[src/mfdu_pkg.sv]
// ----------------------------------------------------------------------------
// mfdu_pkg
// Shared types and constants for the motor feedback decode and unwrap block.
// ----------------------------------------------------------------------------
package mfdu_pkg;

  localparam int unsigned MFDU_ENCODER_COUNTS = 8192;

  localparam int unsigned ERR_W  = 18;
  localparam int unsigned MUL_AW = 33;
  localparam int unsigned MUL_BW = 18;
  localparam int unsigned PROD_W = MUL_AW + MUL_BW;
  localparam int unsigned ACC_W  = 60;
  localparam int unsigned DIFF_W = 41;
  localparam int unsigned CFG_IDX_W  = 3;
  localparam int unsigned CFG_DATA_W = 32;

  localparam logic [31:0] ANGLE_GAIN_RST   = 32'd737280;
  localparam logic [31:0] SPEED_GAIN_RST   = 32'd100663296;
  localparam logic [31:0] CURRENT_GAIN_RST = 32'd4096;
  localparam logic [16:0] ALPHA_ONE        = 17'd65536;

  typedef enum logic [CFG_IDX_W-1:0] {
    REG_REVERSE      = 3'd0,
    REG_ANGLE_GAIN   = 3'd1,
    REG_SPEED_GAIN   = 3'd2,
    REG_CURRENT_GAIN = 3'd3,
    REG_FILTER_ALPHA = 3'd4,
    REG_START_COUNT  = 3'd5
  } cfg_reg_t;

  typedef enum logic [3:0] {
    ST_IDLE,
    ST_ANG,
    ST_SPD,
    ST_CUR,
    ST_DIFF,
    ST_FHI,
    ST_FLO,
    ST_FACC,
    ST_FUPD,
    ST_DONE
  } state_t;

  typedef enum logic [2:0] {
    SEL_ANGLE,
    SEL_SPEED,
    SEL_CURRENT,
    SEL_FILT_HI,
    SEL_FILT_LO
  } mul_sel_t;

  typedef struct packed {
    logic     in_ready;
    logic     load_in;
    logic     mul_en;
    mul_sel_t mul_sel;
    logic     upd_angle;
    logic     upd_speed;
    logic     upd_current;
    logic     upd_diff;
    logic     acc_hi;
    logic     acc_lo;
    logic     upd_filt;
    logic     out_load;
  } ctrl_t;

  typedef struct packed {
    logic               mode;
    logic [15:0]        encoder_count;
    logic signed [15:0] speed_raw;
    logic signed [15:0] current_raw;
    logic [7:0]         temp_raw;
  } in_t;

  typedef struct packed {
    logic signed [47:0] angle_total;
    logic signed [39:0] speed_now;
    logic signed [39:0] speed_smooth;
    logic signed [31:0] current_now;
    logic [7:0]         temperature;
    logic               link_valid;
  } out_t;

endpackage

[src/motor_feedback_decode_unwrap.sv]
// A feedback beat is stepped by the sequencer feeding five products through the single
// 33x18 multiplier; a link-lost beat goes straight to the last step. A new beat is taken
// only in the idle state, after the previous result has gone into the output register.
// A waiting result holds the block in its last step until taken.
// Reset (rst_n low, synchronous): gains to defaults, angle, speeds, current,
// temperature and link flag to zero, previous count to zero.
// ----------------------------------------------------------------------------
// motor_feedback_decode_unwrap
// Encoder unwrap into a multi-turn angle, scaled speed and current, low-pass speed.
// ----------------------------------------------------------------------------
module motor_feedback_decode_unwrap
  import mfdu_pkg::*;
#(
  parameter int unsigned ENCODER_COUNTS = MFDU_ENCODER_COUNTS
) (
  input  logic                  clk,
  input  logic                  rst_n,
  input  logic                  in_valid,
  output logic                  in_ready,
  input  in_t                   in_data,
  output logic                  out_valid,
  input  logic                  out_ready,
  output out_t                  out_data,
  input  logic                  cfg_we,
  input  logic [CFG_IDX_W-1:0]  cfg_index,
  input  logic [CFG_DATA_W-1:0] cfg_data
);

  localparam logic signed [ERR_W-1:0] N_S    = ERR_W'(ENCODER_COUNTS);
  localparam logic signed [ERR_W-1:0] HALF_S = ERR_W'(ENCODER_COUNTS / 2);

  function automatic logic signed [47:0] sat48(input logic signed [48:0] x);
    if (x[48] == x[47]) begin
      return x[47:0];
    end
    return x[48] ? {1'b1, 47'd0} : {1'b0, {47{1'b1}}};
  endfunction

  function automatic logic signed [39:0] sat40(input logic signed [44:0] x);
    if ((&x[44:39]) || !(|x[44:39])) begin
      return x[39:0];
    end
    return x[44] ? {1'b1, 39'd0} : {1'b0, {39{1'b1}}};
  endfunction

  function automatic logic signed [31:0] sat32(input logic signed [44:0] x);
    if ((&x[44:31]) || !(|x[44:31])) begin
      return x[31:0];
    end
    return x[44] ? {1'b1, 31'd0} : {1'b0, {31{1'b1}}};
  endfunction

  ctrl_t ctrl;

  logic        reverse_r;
  logic [31:0] angle_gain_r;
  logic [31:0] speed_gain_r;
  logic [31:0] current_gain_r;
  logic [16:0] filter_alpha_r;
  logic [15:0] prev_count_r;

  logic signed [47:0] angle_sum_r;
  logic signed [39:0] speed_r;
  logic signed [39:0] filt_r;
  logic signed [31:0] cur_r;
  logic [7:0]         temp_r;
  logic               valid_r;

  logic signed [ERR_W-1:0]  err_r;
  logic signed [15:0]       spd_in_r;
  logic signed [15:0]       cur_in_r;
  logic signed [DIFF_W-1:0] diff_r;
  logic signed [ACC_W-1:0]  acc_r;

  logic               out_valid_r;
  out_t               out_data_r;

  logic signed [ERR_W-1:0]  err_raw;
  logic signed [ERR_W-1:0]  err_fold;
  logic [15:0]              d16;
  logic [16:0]              alpha_eff;
  logic signed [MUL_AW-1:0] mul_a;
  logic signed [MUL_BW-1:0] mul_b;
  logic signed [PROD_W-1:0] prod;
  logic signed [PROD_W-1:0] rnd8;
  logic signed [44:0]       rnd8_45;
  logic signed [44:0]       delta;
  logic signed [48:0]       angle_sum_w;
  logic signed [39:0]       spd_pos;
  logic signed [39:0]       spd_fin;
  logic signed [31:0]       cur_pos;
  logic signed [31:0]       cur_fin;
  logic signed [ACC_W-1:0]  rnd16;
  logic signed [44:0]       filt_sum;
  logic                     out_free;

  // encoder delta folded onto the shortest path
  always_comb begin
    d16     = in_data.encoder_count - prev_count_r;
    err_raw = ERR_W'($signed(d16));
    if (err_raw > HALF_S) begin
      err_fold = err_raw - N_S;
    end else if (err_raw < -HALF_S) begin
      err_fold = err_raw + N_S;
    end else begin
      err_fold = err_raw;
    end
  end

  assign alpha_eff = (filter_alpha_r > ALPHA_ONE) ? ALPHA_ONE : filter_alpha_r;

  always_comb begin
    case (ctrl.mul_sel)
      SEL_ANGLE: begin
        mul_a = $signed({1'b0, angle_gain_r});
        mul_b = err_r;
      end
      SEL_SPEED: begin
        mul_a = $signed({1'b0, speed_gain_r});
        mul_b = MUL_BW'(spd_in_r);
      end
      SEL_CURRENT: begin
        mul_a = $signed({1'b0, current_gain_r});
        mul_b = MUL_BW'(cur_in_r);
      end
      SEL_FILT_HI: begin
        mul_a = MUL_AW'($signed(diff_r[40:32]));
        mul_b = $signed({1'b0, alpha_eff});
      end
      SEL_FILT_LO: begin
        mul_a = $signed({1'b0, diff_r[31:0]});
        mul_b = $signed({1'b0, alpha_eff});
      end
      default: begin
        mul_a = '0;
        mul_b = '0;
      end
    endcase
  end

  mfdu_mul u_mul (
    .clk  (clk),
    .en   (ctrl.mul_en),
    .a    (mul_a),
    .b    (mul_b),
    .prod (prod)
  );

  mfdu_ctrl u_ctrl (
    .clk      (clk),
    .rst_n    (rst_n),
    .in_valid (in_valid),
    .in_mode  (in_data.mode),
    .out_free (out_free),
    .ctrl     (ctrl)
  );

  // Q.24 product to Q.16, round half up
  assign rnd8    = (prod + PROD_W'(128)) >>> 8;
  assign rnd8_45 = rnd8[44:0];

  assign delta       = reverse_r ? -rnd8_45 : rnd8_45;
  assign angle_sum_w = 49'(angle_sum_r) + 49'(delta);

  assign spd_pos = sat40(rnd8_45);
  assign spd_fin = reverse_r ? sat40(-45'(spd_pos)) : spd_pos;
  assign cur_pos = sat32(rnd8_45);
  assign cur_fin = reverse_r ? sat32(-45'(cur_pos)) : cur_pos;

  assign rnd16    = (acc_r + ACC_W'(32768)) >>> 16;
  assign filt_sum = 45'(filt_r) + $signed(rnd16[44:0]);

  assign out_free = !out_valid_r || out_ready;

  always_ff @(posedge clk) begin
    if (!rst_n) begin
      reverse_r      <= 1'b0;
      angle_gain_r   <= ANGLE_GAIN_RST;
      speed_gain_r   <= SPEED_GAIN_RST;
      current_gain_r <= CURRENT_GAIN_RST;
      filter_alpha_r <= '0 | ALPHA_ONE;
      prev_count_r   <= '0;
    end else begin
      if (cfg_we) begin
        unique case (cfg_reg_t'(cfg_index))
          REG_REVERSE:      reverse_r      <= cfg_data[0];
          REG_ANGLE_GAIN:   angle_gain_r   <= cfg_data;
          REG_SPEED_GAIN:   speed_gain_r   <= cfg_data;
          REG_CURRENT_GAIN: current_gain_r <= cfg_data;
          REG_FILTER_ALPHA: filter_alpha_r <= {1'b0, cfg_data[15:0]} | {cfg_data[16], 16'd0};
          REG_START_COUNT:  prev_count_r   <= cfg_data[15:0];
          default: begin
          end
        endcase
      end
      if (ctrl.load_in && !in_data.mode) begin
        prev_count_r <= in_data.encoder_count;
      end
    end
  end

  always_ff @(posedge clk) begin
    if (!rst_n) begin
      angle_sum_r <= '0;
      speed_r     <= '0;
      filt_r      <= '0;
      cur_r       <= '0;
      temp_r      <= '0;
      valid_r     <= 1'b0;
    end else begin
      if (ctrl.load_in) begin
        valid_r <= !in_data.mode;
        if (!in_data.mode) begin
          temp_r <= in_data.temp_raw;
        end
      end
      if (ctrl.upd_angle) begin
        angle_sum_r <= sat48(angle_sum_w);
      end
      if (ctrl.upd_speed) begin
        speed_r <= spd_fin;
      end
      if (ctrl.upd_current) begin
        cur_r <= cur_fin;
      end
      if (ctrl.upd_filt) begin
        filt_r <= sat40(filt_sum);
      end
    end
  end

  always_ff @(posedge clk) begin
    if (ctrl.load_in) begin
      err_r    <= err_fold;
      spd_in_r <= in_data.speed_raw;
      cur_in_r <= in_data.current_raw;
    end
    if (ctrl.upd_diff) begin
      diff_r <= DIFF_W'(speed_r) - DIFF_W'(filt_r);
    end
    if (ctrl.acc_hi) begin
      acc_r <= $signed({prod[27:0], 32'd0});
    end else if (ctrl.acc_lo) begin
      acc_r <= acc_r + ACC_W'(prod);
    end
  end

  always_ff @(posedge clk) begin
    if (!rst_n) begin
      out_valid_r <= 1'b0;
    end else if (ctrl.out_load) begin
      out_valid_r <= 1'b1;
    end else if (out_ready) begin
      out_valid_r <= 1'b0;
    end
  end

  always_ff @(posedge clk) begin
    if (ctrl.out_load) begin
      out_data_r.angle_total  <= angle_sum_r;
      out_data_r.speed_now    <= speed_r;
      out_data_r.speed_smooth <= filt_r;
      out_data_r.current_now  <= cur_r;
      out_data_r.temperature  <= temp_r;
      out_data_r.link_valid   <= valid_r;
    end
  end

  assign in_ready  = ctrl.in_ready;
  assign out_valid = out_valid_r;
  assign out_data  = out_data_r;

`ifndef SYNTHESIS
  a_busy_after_accept: assert property (@(posedge clk) disable iff (!rst_n)
    in_valid && in_ready |=> !in_ready)
    else $error("block still ready after accepting a beat");

  a_no_overwrite: assert property (@(posedge clk) disable iff (!rst_n)
    ctrl.out_load |-> (!out_valid_r || out_ready))
    else $error("result register overwritten while holding a result");

  a_link_lost_clears: assert property (@(posedge clk) disable iff (!rst_n)
    in_valid && in_ready && in_data.mode |=> !valid_r)
    else $error("link-lost beat left the valid flag set");

  a_unity_filter: assert property (@(posedge clk) disable iff (!rst_n)
    ctrl.upd_filt && (alpha_eff == ALPHA_ONE) |=> filt_r == speed_r)
    else $error("unity filter coefficient did not pass speed through");
`endif

endmodule

[src/mfdu_mul.sv]
// ----------------------------------------------------------------------------
// mfdu_mul
// Shared signed multiplier with a registered product.
// ----------------------------------------------------------------------------
module mfdu_mul
  import mfdu_pkg::*;
(
  input  logic                     clk,
  input  logic                     en,
  input  logic signed [MUL_AW-1:0] a,
  input  logic signed [MUL_BW-1:0] b,
  output logic signed [PROD_W-1:0] prod
);

  logic signed [PROD_W-1:0] prod_r;

  always_ff @(posedge clk) begin
    if (en) begin
      prod_r <= a * b;
    end
  end

  assign prod = prod_r;

endmodule

[src/mfdu_ctrl.sv]
// ----------------------------------------------------------------------------
// mfdu_ctrl
// Sequencer stepping one feedback beat through the shared multiplier.
// ----------------------------------------------------------------------------
module mfdu_ctrl
  import mfdu_pkg::*;
(
  input  logic  clk,
  input  logic  rst_n,
  input  logic  in_valid,
  input  logic  in_mode,
  input  logic  out_free,
  output ctrl_t ctrl
);

  state_t state_r;
  state_t state_nxt;

  always_ff @(posedge clk) begin
    if (!rst_n) begin
      state_r <= ST_IDLE;
    end else begin
      state_r <= state_nxt;
    end
  end

  always_comb begin
    state_nxt = state_r;
    ctrl      = '0;
    ctrl.mul_sel = SEL_ANGLE;
    unique case (state_r)
      ST_IDLE: begin
        ctrl.in_ready = 1'b1;
        if (in_valid) begin
          ctrl.load_in = 1'b1;
          state_nxt = in_mode ? ST_DONE : ST_ANG;
        end
      end
      ST_ANG: begin
        ctrl.mul_en  = 1'b1;
        ctrl.mul_sel = SEL_ANGLE;
        state_nxt    = ST_SPD;
      end
      ST_SPD: begin
        ctrl.mul_en    = 1'b1;
        ctrl.mul_sel   = SEL_SPEED;
        ctrl.upd_angle = 1'b1;
        state_nxt      = ST_CUR;
      end
      ST_CUR: begin
        ctrl.mul_en    = 1'b1;
        ctrl.mul_sel   = SEL_CURRENT;
        ctrl.upd_speed = 1'b1;
        state_nxt      = ST_DIFF;
      end
      ST_DIFF: begin
        ctrl.upd_current = 1'b1;
        ctrl.upd_diff    = 1'b1;
        state_nxt        = ST_FHI;
      end
      ST_FHI: begin
        ctrl.mul_en  = 1'b1;
        ctrl.mul_sel = SEL_FILT_HI;
        state_nxt    = ST_FLO;
      end
      ST_FLO: begin
        ctrl.mul_en  = 1'b1;
        ctrl.mul_sel = SEL_FILT_LO;
        ctrl.acc_hi  = 1'b1;
        state_nxt    = ST_FACC;
      end
      ST_FACC: begin
        ctrl.acc_lo = 1'b1;
        state_nxt   = ST_FUPD;
      end
      ST_FUPD: begin
        ctrl.upd_filt = 1'b1;
        state_nxt     = ST_DONE;
      end
      ST_DONE: begin
        if (out_free) begin
          ctrl.out_load = 1'b1;
          state_nxt     = ST_IDLE;
        end
      end
      default: begin
        state_nxt = ST_IDLE;
      end
    endcase
  end

endmodule
[config.mk]
export PLATFORM = sky130hd
export DESIGN_NAME = motor_feedback_decode_unwrap
export DESIGN_NICKNAME = d
export VERILOG_FILES = /design/src/mfdu_pkg.sv /design/src/motor_feedback_decode_unwrap.sv /design/src/mfdu_mul.sv /design/src/mfdu_ctrl.sv
export SDC_FILE = /design/constraint.sdc
export NUM_CORES = 2
export LEC_CHECK = 0
export ABC_AREA = 1
export BUFFER_PORTS_ARGS = -buffer_cell sky130_fd_sc_hd__buf_2
export CAP_MARGIN = 20
export CORE_MARGIN = 1
export CORE_UTILIZATION = 60
export CTS_BUF_LIST = sky130_fd_sc_hd__clkbuf_16
export CTS_CLUSTER_SIZE = 14
export DETAILED_ROUTE_END_ITERATION = 16
export GPL_ROUTABILITY_DRIVEN = 1
export PLACE_DENSITY = 0.78
export SLEW_MARGIN = 0
export SYNTH_ARGS = -nofsm -noshare
export SYNTH_HDL_FRONTEND = slang
export SYNTH_SLANG_ARGS = --single-unit
[constraint.sdc]
create_clock -name clk -period 14.4 [get_ports clk]
set_input_delay 0.72 -clock clk [delete_from_list [all_inputs] [get_ports clk]]
set_output_delay 0.72 -clock clk [all_outputs]
set_load 0.01 [all_outputs]
# == Yosys cells after proc, flatten, opt, wreduce, memory -nomap -nowiden ==
# Cells that the tools add are included.
# W data, S select, Z words.
# word_totals
ram_bits,0
out_inout_bits,171
ff_bits,675
in_bits,97
latchBits,0
memories,0
mem_bits_ro,0
wordCells,164
# op_classes
reduce_logical,40
n_mul,1
n_shift,0
order_cmp,3
bitwise,2
addsub,12
mux,58
eq_ne,21
div,0
# ops
cell,n
$mux W40,10
$mux W32,7
$pmux W33 S5,1
$mux W48,3
$mux W60,2
$pmux W18 S4,1
$add A60 B17 Y60 const B,1
$add A60 B51 Y60,1
$add A51 B9 Y51 const B,1
$mul A33 B18 Y51,1
$add A48 B45 Y49,1
$mux W16,3
$add A40 B44 Y45,1
$mux W45,1
$neg A32 Y45,1
$neg A40 Y45,1
$neg A43 Y45,1
$sub A40 B40 Y41,1
$pmux W4 S10,1
$mux W18,2
$mux W1,20
$pmux W4 S5,1
$add A16 B15 Y17 const B,1
$gt A17 B17 Y1 const B,1
34 further kinds,73

# == Depth between registers and ports, before layout ==
# depth
ltp_word,13
depth_mapped,42
mapped_depth_nobuf,39

# == Hierarchy ==
# Synthesis repeated with hierarchy kept, for this count alone.
# unflattened
hier_cells,8875
area_unflattened_um2,65626.7
# modules_own_cells
module,seq_area_each_um2,cells_per_inst,n_inst,area_per_inst_um2
motor_feedback_decode_unwrap,15264.6,5640,1,41192.0
mfdu_mul,1531.5,3175,1,24093.1
mfdu_ctrl,80.1,60,1,341.6

# == Worst setup path before layout ==
# Ideal clock, no wire load.
# synth_path
path_type,flip-flop to flip-flop
from,reg u_ctrl.state_r[0]
to,reg out_data_r (netlist bit out_data[0]) (enable)
path_stages_with_launch,7
setup_ns,0.700
required_ns,13.700
arrival_ns,7.743
period_less_slack_ns,8.442
path_buffers,0
slack_ns,5.958
path_cell_list,dfxtp_1 -> inv_1 -> nor2_1 -> inv_1 -> nor3_1 -> inv_1 -> nor2_1
# synth_lines
element,line_no,text
"start, declared",mfdu_ctrl.sv:16,state_t state_r;
"start signal, assigned",mfdu_ctrl.sv:23,state_r <= state_nxt;
"end, declared",motor_feedback_decode_unwrap.sv:76,out_t out_data_r;

# == Worst setup path after layout ==
# layout_path
from,reg u_ctrl.state_r[1]
to,"reg u_mul.prod_r[50], in the netlist u_mul.prod[50], data pin"
# layout_via
elab_chain_cells,6
elab_cells_between_ends,15
cone_classes,mul: 1; eq/ne: 9; mux: 3; reduce/logical: 2
# layout_lines
element,line_no,text
"$eq A4 B3 Y1, or another cell as far along",mfdu_ctrl.sv:31,unique case (state_r)
$pmux W4 S5 *,mfdu_ctrl.sv:31,
$eq A3 B3 Y1 or $eq A3 B2 Y1 (tied branches),motor_feedback_decode_unwrap.sv:113,case (ctrl.mul_sel)
$reduce_or A2 Y1 (no source line),--,
$pmux W18 S4,motor_feedback_decode_unwrap.sv:113,
$mul A33 B18 Y51 *,mfdu_mul.sv:19,prod_r <= a * b;
"end signal, assigned",mfdu_mul.sv:19,
"end, declared",mfdu_mul.sv:15,logic signed [PROD_W-1:0] prod_r;
# Mark *: on every way between the ends. The rest lies on a longest branch, timed or not.
# A chain may end at the register's enable or synchronous reset.

==> results.toml <==
[outcome]
status = "completed"

[detailed_routing]
drtPass1Iterations = 7
drtIter0Drc = 5983
vias = 57600
routed_wl_mm = 225
wl_per_cell_um = 22.9
via_per_inst = 5.86
drc = 0
route.antenna.remaining_nets = 0

[die]
core-area_sq_mm = 0.104
initial_core_util_pct = 60.8
fp.dieH_um = 327
rows = 118
ios = 268
dieArea_sq_mm = 0.107
dieWidth_um = 327

[setup_path]
required_ps = 14780
path_class = "reg -> reg"
arrival_ps = 10930
slowest_delay_ps = 810
startpoint = "u_ctrl.state_r[1]"
cp-end-kind = "register"
cp_max_fo = 49
crit_path_frequent_cell = "inv_1"
rr_startpoint = "u_ctrl.state_r[1]"
slowest_stage = "nor2_1"
startpoint_type = "register"

[logic_synthesis]
synth-edff-count = 338
syn_nets = 9244
syn_area_sq_mm = 0.0632
syn_area_per_cell_sq_um = 7.68
seq_area_frac_synth_pct = 26.7
yosys.area.top_type_share_pct = 18.2
yosys.area.top_type = "fa_1"
ys_seq_elements = 674
yosysUniqueCellTypes = 65
ys.warnings.count = 0
synthCells = 8237
synth.area.top_cells = "fa_1 (18%), edfxtp_1 (16%), dfxtp_1 (11%)"
synth_ff_type = "edfxtp_1"
async_reset_ff_share_pct = 0

[sta]
slew_viol_final = 0
fin_crit_ps = 10550
min_period_over_period_pct = 73.3
tightestPinTransition_ps = 1140
skew_ps = 58.2
fmax_ghz = 0.0948
timing.hold.ws_ps = 218
tns_ps = 0
rsz0062_at_grt = "no"
relSlewSlack_pct = 23.4
setup_viol_count_final = 0
hold_viol = 0

[clock_network]
clkSlewWorstSetupHoldPaths_ps = 60
insertion_delay_ps = 690
cts-resized-gates = 0
numCtsBuffers = 76
root_buffer = "clkbuf_16"
cts_max_level = 3
cts_tree = "yes"
hold_buffers = 0
cts_sinks = 674
clockBufferDepth = 3
post-cts-setup-buffers = 0

[place]
hpwl_mm = 178
placement.io_buffers = 267
placed_area_sq_mm = 0.0658
place_congestion = 1.03

[final_layout]
multi_input_area_sq_mm = 0.0396
area.sequential_sq_mm = 0.0169
stdcell_area_sq_mm = 0.0684
nFillCells = 9137
final_nets = 9398
area_growth_pct = 8.23
drive_above_1_share_pct = 7.36

[min_path]
hold_start = "in_data[37]"
hold_path_class = "in -> reg"

[global_routing]
first_global_vias = 57000
antenna_found_initial = 12
grt_max_degree = 103
grt_usage_pct = 41.9
gr-total-overflow = 0
grt_pass1_wl_mm = 337

[job]
maxCapViolations = 0
==> final timing paths <==
path                                        to  slack [ps]  cells after the start
worst min-delay path              spd_in_r[13]         220                      1
worst max register to register  u_mul.prod[50]        3850                     37
worst max-delay path            u_mul.prod[50]        3850                     37
worst min register to register    out_data[21]         410                      0
==> area by class of cell <==
class | instances | area share [%]
repair buffers | 337 | 2.80
flip-flops and latches | 674 | 24.7
diodes | 7 | 0.0256
inverters | 1527 | 8.38
clock inverters | 61 | 0.806
multi-input cells | 5775 | 57.8
well taps | 1380 | 2.52
clock buffers | 81 | 2.96
==> cell usage in the layout (no fill, tap or decap), types with 43 or more instances in the layout <==
cell	instances
o21ai_0	507
clkbuf_16	81
dfxtp_1	335
fa_1	574
xnor2_1	130
a22oi_1	44
nor2_1	944
nand4_1	61
a31oi_1	88
nor3_1	64
xor2_1	233
buf_2	266
edfxtp_1	338
inv_1	1531
a21oi_1	543
ha_1	336
nand2_2	43
buf_4	66
nand3_1	256
nand2_1	1602
==> state kept, by name, summed over array words and instances, names as in the netlist, 4 cells and up <==
name and flops:
out_data 169, acc_r 60, u_mul.prod 51, angle_sum_r 48, diff_r 41, filt_r 40, speed_r 40, angle_gain_r 32
cur_r 32, current_gain_r 32, speed_gain_r 32, err_r 17, filter_alpha_r 17, cur_in_r 16, prev_count_r 16, spd_in_r 16
temp_r 8, u_ctrl.state_r 4
==> cell usage after synthesis, types with 32 or more instances <==
library cell,count
edfxtp_1,338
a21oi_1,544
nand3_1,257
o21a_1,32
inv_1,1511
dfxtp_1,336
fa_1,574
a31oi_1,88
xor2_1,233
a22oi_1,44
ha_1,336
nor2_1,958
nand2_2,41
o21bai_1,37
clkbuf_1,207
nand4_1,61
xnor2_1,130
o21ai_0,508
nor3_1,65
nand2_1,1604
==> cell families (layout without fill, tap and decap cells) <==
logic type | after synthesis | in the layout | share of synthesized area, %
buffers and inverters | 1788 | 2006 | 10.9
AO/OA/AOI/OAI | 1383 | 1383 | 12.1
XOR/XNOR | 363 | 363 | 5.03
AND/OR/NAND/NOR | 3119 | 3119 | 20.5
other | 0 | 7 | 0
flip-flops | 674 | 674 | 26.7
adder cells (fa/ha/maj) | 910 | 910 | 24.8
==> critical path, delay by kind of cell (launching register included) <==
family | cells | cell delay, ps
flip-flops | 1 | 330
AND/OR/NAND/NOR | 12 | 3520
adder cells (fa/ha/maj) | 7 | 3340
buffers and inverters | 13 | 2080
AO/OA/AOI/OAI | 4 | 840
XOR/XNOR | 1 | 70
==> through the flow <==
stage	worst slack [ps]	std cells	utilization, %
floorplan	5960	8237	-
global placement	4390	9689	63.3
detailed placement	4070	9689	63.3
CTS	4080	9831	65.8
global route	3330	9839	65.8
finish	3850	9842	65.9
==> layer usage <==
metal	routed length [um]	share of wire, %	global-route usage, %
met1	82100	36	50.7
met2	102000	45	67.2
met5	32	0.014	0
met3	22500	10	8.99
met4	18200	8.1	28.8
Power is not shown: default switching activity piles up to over one toggle a cycle in this logic, so the estimate is an artifact.
